===== src/rtl/qmce_pkg.sv =====
// Shared constants, operation codes and control structs of the measurement and collapse engine.
package qmce_pkg;

  localparam int AMP_W              = 16;
  localparam int WORD_W             = 2 * AMP_W;
  localparam int IDX_W              = 10;
  localparam int TGT_W              = 4;
  localparam int SCALE_W            = 24;
  localparam int PROB_W             = 31;
  localparam int QCFG_W             = 4;
  localparam int NQ_W               = 5;
  localparam int MAX_QUBITS_DEFAULT = 10;

  localparam logic [QCFG_W-1:0] QUBITS_RESET = QCFG_W'(10);
  localparam logic [PROB_W-1:0] PROB_MAX     = {PROB_W{1'b1}};
  localparam logic [AMP_W-1:0]  AMP_ZERO     = '0;

  typedef enum logic [1:0] {
    OP_WRITE    = 2'd0,
    OP_READ     = 2'd1,
    OP_MEASURE  = 2'd2,
    OP_COLLAPSE = 2'd3
  } op_t;

  // Settings that hold for a whole sweep over the state vector.
  typedef struct packed {
    logic               collapse;
    logic               zero_group;
    logic [SCALE_W-1:0] factor;
  } sweep_cmd_t;

  // Tag that travels alongside one memory read of a sweep.
  typedef struct packed {
    logic valid;
    logic grp;
  } sweep_tap_t;

endpackage


===== src/rtl/qmce_sweep_alu.sv =====
// Sweep datapath: squares and sums for a measurement, scaled write-back for a collapse.
module qmce_sweep_alu import qmce_pkg::*; #(
  parameter int AW = MAX_QUBITS_DEFAULT
) (
  input  logic              clk,
  input  logic              rst,
  input  logic              clear,
  input  sweep_cmd_t        cmd,
  input  sweep_tap_t        tap,
  input  logic [AW-1:0]     tap_addr,
  input  logic [WORD_W-1:0] rd_data,
  output logic              wb_en,
  output logic [AW-1:0]     wb_addr,
  output logic [WORD_W-1:0] wb_data,
  output logic [PROB_W-1:0] acc0,
  output logic [PROB_W-1:0] acc1
);

  localparam int OPB_W = SCALE_W + 1;
  localparam int MUL_W = AMP_W + 1 + OPB_W;

  // Adds the rounding half, takes the Q1.15 by Q8.16 product back to Q1.15 and saturates.
  function automatic logic [AMP_W-1:0] round_sat(input logic signed [MUL_W-1:0] p);
    logic signed [MUL_W-1:0]  t;
    logic signed [MUL_W-17:0] q;
    t = p + MUL_W'(32768);
    q = (MUL_W-16)'(t >>> 16);
    if (q > (MUL_W-16)'(32767)) begin
      return {1'b0, {(AMP_W-1){1'b1}}};
    end else if (q < -(MUL_W-16)'(32768)) begin
      return {1'b1, {(AMP_W-1){1'b0}}};
    end else begin
      return q[AMP_W-1:0];
    end
  endfunction

  logic signed [AMP_W-1:0] re;
  logic signed [AMP_W-1:0] im;
  logic signed [OPB_W-1:0] opb_re;
  logic signed [OPB_W-1:0] opb_im;

  logic                    v2;
  logic                    grp2;
  logic                    kill2;
  logic [AW-1:0]           addr2;
  logic signed [MUL_W-1:0] mul_re;
  logic signed [MUL_W-1:0] mul_im;

  logic [PROB_W:0]   mag;
  logic [PROB_W+1:0] sum0;
  logic [PROB_W+1:0] sum1;

  assign re = $signed(rd_data[AMP_W-1:0]);
  assign im = $signed(rd_data[WORD_W-1:AMP_W]);

  // A collapse multiplies by the factor, a measurement squares each part.
  always_comb begin
    if (cmd.collapse) begin
      opb_re = $signed({1'b0, cmd.factor});
      opb_im = $signed({1'b0, cmd.factor});
    end else begin
      opb_re = OPB_W'(re);
      opb_im = OPB_W'(im);
    end
  end

  always_ff @(posedge clk) begin
    if (rst) begin
      v2 <= 1'b0;
    end else begin
      v2 <= tap.valid;
    end
    grp2   <= tap.grp;
    kill2  <= (tap.grp == cmd.zero_group);
    addr2  <= tap_addr;
    mul_re <= MUL_W'(re) * MUL_W'(opb_re);
    mul_im <= MUL_W'(im) * MUL_W'(opb_im);
  end

  assign wb_en   = v2 && cmd.collapse;
  assign wb_addr = addr2;
  assign wb_data = kill2 ? {AMP_ZERO, AMP_ZERO} : {round_sat(mul_im), round_sat(mul_re)};

  // Each square is at most 2^30, so both fit in the low bits.
  assign mag  = {1'b0, mul_re[PROB_W-1:0]} + {1'b0, mul_im[PROB_W-1:0]};
  assign sum0 = {2'b00, acc0} + {1'b0, mag};
  assign sum1 = {2'b00, acc1} + {1'b0, mag};

  always_ff @(posedge clk) begin
    if (clear) begin
      acc0 <= '0;
      acc1 <= '0;
    end else if (v2 && !cmd.collapse) begin
      if (grp2) begin
        acc1 <= (sum1 > {2'b00, PROB_MAX}) ? PROB_MAX : sum1[PROB_W-1:0];
      end else begin
        acc0 <= (sum0 > {2'b00, PROB_MAX}) ? PROB_MAX : sum0[PROB_W-1:0];
      end
    end
  end

endmodule


===== config.mk =====
export PLATFORM = sky130hd
export DESIGN_NAME = qmce_sweep_alu
export DESIGN_NICKNAME = d
export VERILOG_FILES = /design/src/rtl/qmce_pkg.sv /design/src/rtl/qmce_sweep_alu.sv
export SDC_FILE = /design/constraint.sdc
export NUM_CORES = 2
export LEC_CHECK = 0
export ABC_AREA = 1
export ABC_CLOCK_PERIOD_IN_PS = 5700
export BUFFER_PORTS_ARGS = -buffer_cell sky130_fd_sc_hd__buf_2
export CAP_MARGIN = 20
export CORE_MARGIN = 2
export CORE_UTILIZATION = 53
export DETAILED_ROUTE_END_ITERATION = 6
export PLACE_DENSITY = 0.73
export SLEW_MARGIN = 20
export SYNTH_ARGS = -nofsm -noshare
export SYNTH_HDL_FRONTEND = slang
export SYNTH_SLANG_ARGS = --single-unit

===== constraint.sdc =====
create_clock -name clk -period 5.7 [get_ports clk]
set_clock_uncertainty 0.15 [all_clocks]
set_input_delay 0.285 -clock clk [delete_from_list [all_inputs] [get_ports clk]]
set_output_delay 0.285 -clock clk [all_outputs]
set_load 0.005 [all_outputs]

After elaboration in Yosys (flattened, before gate mapping)

Index checks and enable logic that the tools add are counted.

Add/sub/neg operators: 5
Multipliers: 2
Order comparisons: 6
Equal/unequal tests: 1
Mux-type cells: 9
Bitwise logic cells: 1
Reduce and logical (&&, ||, !) cells: 5

Operators by type and width:

| cell                     | count |
|---|---|
| $add A41 B17 Y42 const B | 2 |
| $mul A16 B25 Y41         | 2 |
| $add A31 B32 Y33         | 2 |
| $gt A33 B31 Y1 const B   | 2 |
| $mux W16                 | 4 |
| $mux W31                 | 2 |
| $gt A26 B16 Y1 const B   | 2 |
| $lt A26 B16 Y1 const B   | 2 |
| $mux W25                 | 2 |
| $add A31 B31 Y32         | 1 |
| $mux W32                 | 1 |
| $reduce_and A2 Y1        | 2 |
| $logic_and A1 B1 Y1      | 2 |
| $eq A1 B1 Y1             | 1 |
| $logic_not A1 Y1         | 1 |
| $not A1 Y1               | 1 |

Register bits: 157
Bits of input ports: 73
Output and inout bits: 105
Logic and storage cells: 37

Depth between registers and ports, before layout

Depth after elaboration: 5
Gate-level depth with buffers: 31
Gate-level depth less buffers: 29

Worst setup path before layout

Ideal clock, no wire load.

Path kind: input to register
Start point: input port cmd[25] in the netlist's numbering
End point: register, netlist name mul_im[40]
Setup time: 114 ps
Arrival: 5984 ps
Data required time: 5436 ps
Slack: -548 ps
Stages on the path: 25
Path buffers: 3
Path through: buf_2 > nor2_1 > buf_2 > inv_1 > clkbuf_1 > nor2_1 > fa_1 > fa_1 > inv_1 > fa_1 > fa_1 > inv_1 > fa_1 > inv_1 > fa_1 > inv_1 > ha_1 > nand2_1 > nor2_1 > inv_1 > nor4_1 > nand2_1 > and2_1 > nand3b_1 > nand2_1

Word-level cells in the longest chain between the ends: 2

RTL lines:

| element            | line                 | source |
|---|---|---|
| start: declaration | qmce_sweep_alu.sv:8  | `input sweep_cmd_t cmd,` |
| $mux W25           | qmce_sweep_alu.sv:58 | `if (cmd.collapse) begin` |
| $mul A16 B25 Y41   | qmce_sweep_alu.sv:77 | `mul_im <= MUL_W'(im) * MUL_W'(opb_im);` |

No other way between the ends.
A chain may end at the register's enable or synchronous reset.

Final worst setup path

Start point: input port cmd[25] in the netlist's numbering
End point: register mul_re[26]

Word-level cells in the longest chain between the ends: 2

RTL lines:

| element                | line                 | source |
|---|---|---|
| $mux W25               | qmce_sweep_alu.sv:58 |  |
| $mul A16 B25 Y41       | qmce_sweep_alu.sv:76 | `mul_re <= MUL_W'(re) * MUL_W'(opb_re);` |
| end signal: assignment | qmce_sweep_alu.sv:76 |  |
| end: declaration       | qmce_sweep_alu.sv:46 | `logic signed [MUL_W-1:0] mul_re;` |

No other way between the ends.

==> qor.csv <==
stage;metric;value;unit
yosys;Seq cells post-synth;157;
timing;Final Hold Violating Endpoints;0;
timing;Worst slew margin;0.443;
yosys;warnings from Yosys;0;
routing;DRC Markers;1;
routing;Routed WL;146;mm
placement;port bufs;177;
routing;Via density;5.37;
worst_setup_path;Crit Path Class;primary input to flip-flop;
floorplanning;starting density of the core;0.537;
timing;worst setup margin;-0.0763;ns
worst_setup_path;crit start category;primary input;
yosys;Post-synth ARST share;0;
grt;vias in the first global route;41100;
placement;placed cell count;7404;
floorplanning;die width;284;um
worst_setup_path;CP endpoint kind;flip-flop;
timing;minimum clock period;5.78;ns
worst_setup_path;Worst Path Required;5.91;ns
clock_tree;Clk Tree Root Cell;clkbuf_16;
routing;initial drt markers;3412;
floorplanning;Die ar.;80900;um^2
timing;Slew @ Worst Pin;0.829;ns
clock_tree;Max clock buf depth;2;
yosys;ys flop type;dfxtp_1;
grt;first-pass GRT wire length;224;mm
floorplanning;die height;284;um
routing;drt pass-1 iters;7;
placement;dpl ws;-0.890;ns
timing;Total Neg Setup Slack;-0.356;ns
floorplanning;Rows;102;
clock_tree;CTS Sinks;157;
yosys;Mapped Cells;5696;
final_layout;Syn-to-layout area delta;27.0;%
placement;hpwl dp;124;mm
timing;RSZ-0062 raised after global routing;yes;
final_layout;fraction of layout cells with a size suffix above 1;0.235;
floorplanning;io pins;178;
clock_tree;CTS tree;yes;
job;Max Cap Viol;0;
yosys;syn_nets;6843;
final_layout;highest-count cells in the layout ignoring fill and taps;1,226 x inv_1, 1,145 x nand2_1, 733 x fa_1;
hold_path;worst hold path class;primary input to flip-flop;
floorplanning;Core ar.;77600;um^2
grt;grt total ovfl;0;
outcome;failing checks;design-rule violations, negative setup slack;
clock_tree;clk slew on worst S/H paths;0.06;ns
final_layout;Cell Count, Final, Fillers Out;7539;
timing;Setup-failing EPs final;11;
routing;wire per inst;19.4;um
final_layout;Final nets;7631;
final_layout;commonest non-fill, non-tap cell in the layout;inv_1;
yosys;cell taking the most area after synthesis;fa_1;
yosys;post-synth top area share;0.374;
grt;largest net degree at the start of global routing;63;
worst_setup_path;crit path DAT;5.99;ns
yosys;Yosys cell types;47;
clock_tree;clock insertion delay at the later pin of the skew report;0.48;ns
grt;initial antenna violation count;1;
yosys;Syn Area/Cell;7.32;um^2
yosys;top post-synthesis cells by area;fa_1 37%, inv_1 12%, nand2_1 11%, ha_1 8.9%, dfxtp_1 7.5%;
clock_tree;H-tree depth;4;
yosys;Cell Area, Synth;41700;um^2
clock_tree;CTS Buf Count;17;
routing;ANT nets after route;0;
yosys;sequential share of the synthesized area;0.0754;
routing;Vias;40500;
worst_setup_path;Worst Path Max Fanout;9;
yosys;number of synthesized flops with an enable pin;0;
timing;Slew Limit Fails;0;
timing;Final Cycle Share;1.01;
grt;GRT Util Overall;0.358;
outcome;status;finished, violations left;
placement;Placer Congestion;1.03;
timing;f_max;173;MHz
per-layer routing:
layer	share of wire	routed length, um	vias to the layer above	track usage
met3	0.091	13300	452	0.0704
met4	0.062	9010	0	0.172
met5	0	0	-	0
met2	0.46	66600	1973	0.577
met1	0.39	57200	19500	0.462
li1	-	-	18600	-
stage by stage:
step                hold slack, ns  instance area (um^2)  utilization
floorplan                    0.163                 42100            -
CTS                          0.285                 50500        0.651
finish                       0.300                 52900        0.682
global route                 0.299                 52900        0.682
global placement             0.237                 48800        0.629
detailed placement           0.240                 48800        0.629
state kept, by name (all words and copies together), names as in the netlist:
signal and flops:
mul_im 41, mul_re 41, acc0 31, acc1 31
wb_addr 10, grp2 1, kill2 1, v2 1
synthesized netlist by cell type (2+ instances only):
master    count
fa_1        779
o21ai_0     168
nor3_1       34
nor3_2        4
o21a_1       10
nand2_2      15
nand3_1     170
inv_1      1314
a21boi_0      7
a21oi_1     302
nand3_2       3
nand2_1    1216
xnor2_1      47
a31o_2        2
a21oi_2      10
o221ai_1      2
a21o_1       20
buf_2         6
buf_6        10
nor2_4        6
nand3b_1     11
and2_1        5
nor4_1        3
a31oi_1      17
ha_1        295
buf_1         6
nand4_1      34
and3_1        2
clkbuf_1    104
o21ai_1       4
clkinv_1     25
o211ai_1      6
nor2_1      737
inv_2         3
o21bai_1     18
xor2_1      125
dfxtp_1     157
nor2_2       10
cells by family (layout without fill, tap and decap cells):
logic type      count (synthesis)  in the layout  share of synthesized area
xor+xnor                      172            172                     0.0361
other cells                     0              2                          0
buf+inv                      1469           2270                      0.134
compound gates                570            570                     0.0742
flops                         157            157                     0.0754
fa+ha+maj                    1074           1074                      0.463
simple gates                 2254           2254                      0.217
layout make-up:
| class | count | area [um^2] |
|---|---|---|
| fillers | 6493 | 24700 |
| multi-input cells | 4070 | 35600 |
| inverters | 1342 | 5150 |
| diodes | 2 | 5.00 |
| flip-flops and latches | 157 | 3140 |
| clock inverters | 14 | 191 |
| repair inverters | 1 | 5.00 |
| clock buffers | 18 | 439 |
| well taps | 1040 | 1300 |
| repair buffers | 895 | 7140 |
path summary, 6_finish.rpt:
kind                from    endpoint  cells after the start  slack (ns)
max              cmd[25]  mul_re[26]                     27       -0.08
min          tap_addr[9]  wb_addr[9]                      2        0.30
max reg2reg   mul_re[11]    acc0[20]                     17        0.72
min reg2reg     acc0[17]    acc0[17]                      2        0.42
timing repair:
action / in CTS / in global routing
hold buffers: 14 / 0
setup endpoints to repair: 56 / 59
hold endpoints to repair: 13 / 0
resized for setup: 216 / 511
pin swaps: 55 / 193
setup buffers: 28 / 59
gates cloned: 0 / 1
critical path: stages:
cell and delay [ns]:
buf_12 0.11, buf_12 0.14, buf_4 0.14, nand2_2 0.08, clkinvlp_4 0.18, buf_12 0.19
a21oi_4 0.14, buf_6 0.15, nor2_1 0.05, fa_1 0.48, inv_1 0.05, fa_1 0.54
inv_1 0.05, fa_1 0.51, fa_2 0.44, fa_1 0.50, inv_1 0.05, fa_1 0.51
inv_2 0.06, ha_4 0.31, nand2_4 0.09, nor2_4 0.14, inv_2 0.07, nor3_4 0.21
nand3_1 0.10, o211ai_1 0.12, xor2_1 0.28
Power is left out: the tool's default activity adds up to more than one toggle a clock period on the data nets, which glitch-free logic cannot reach.
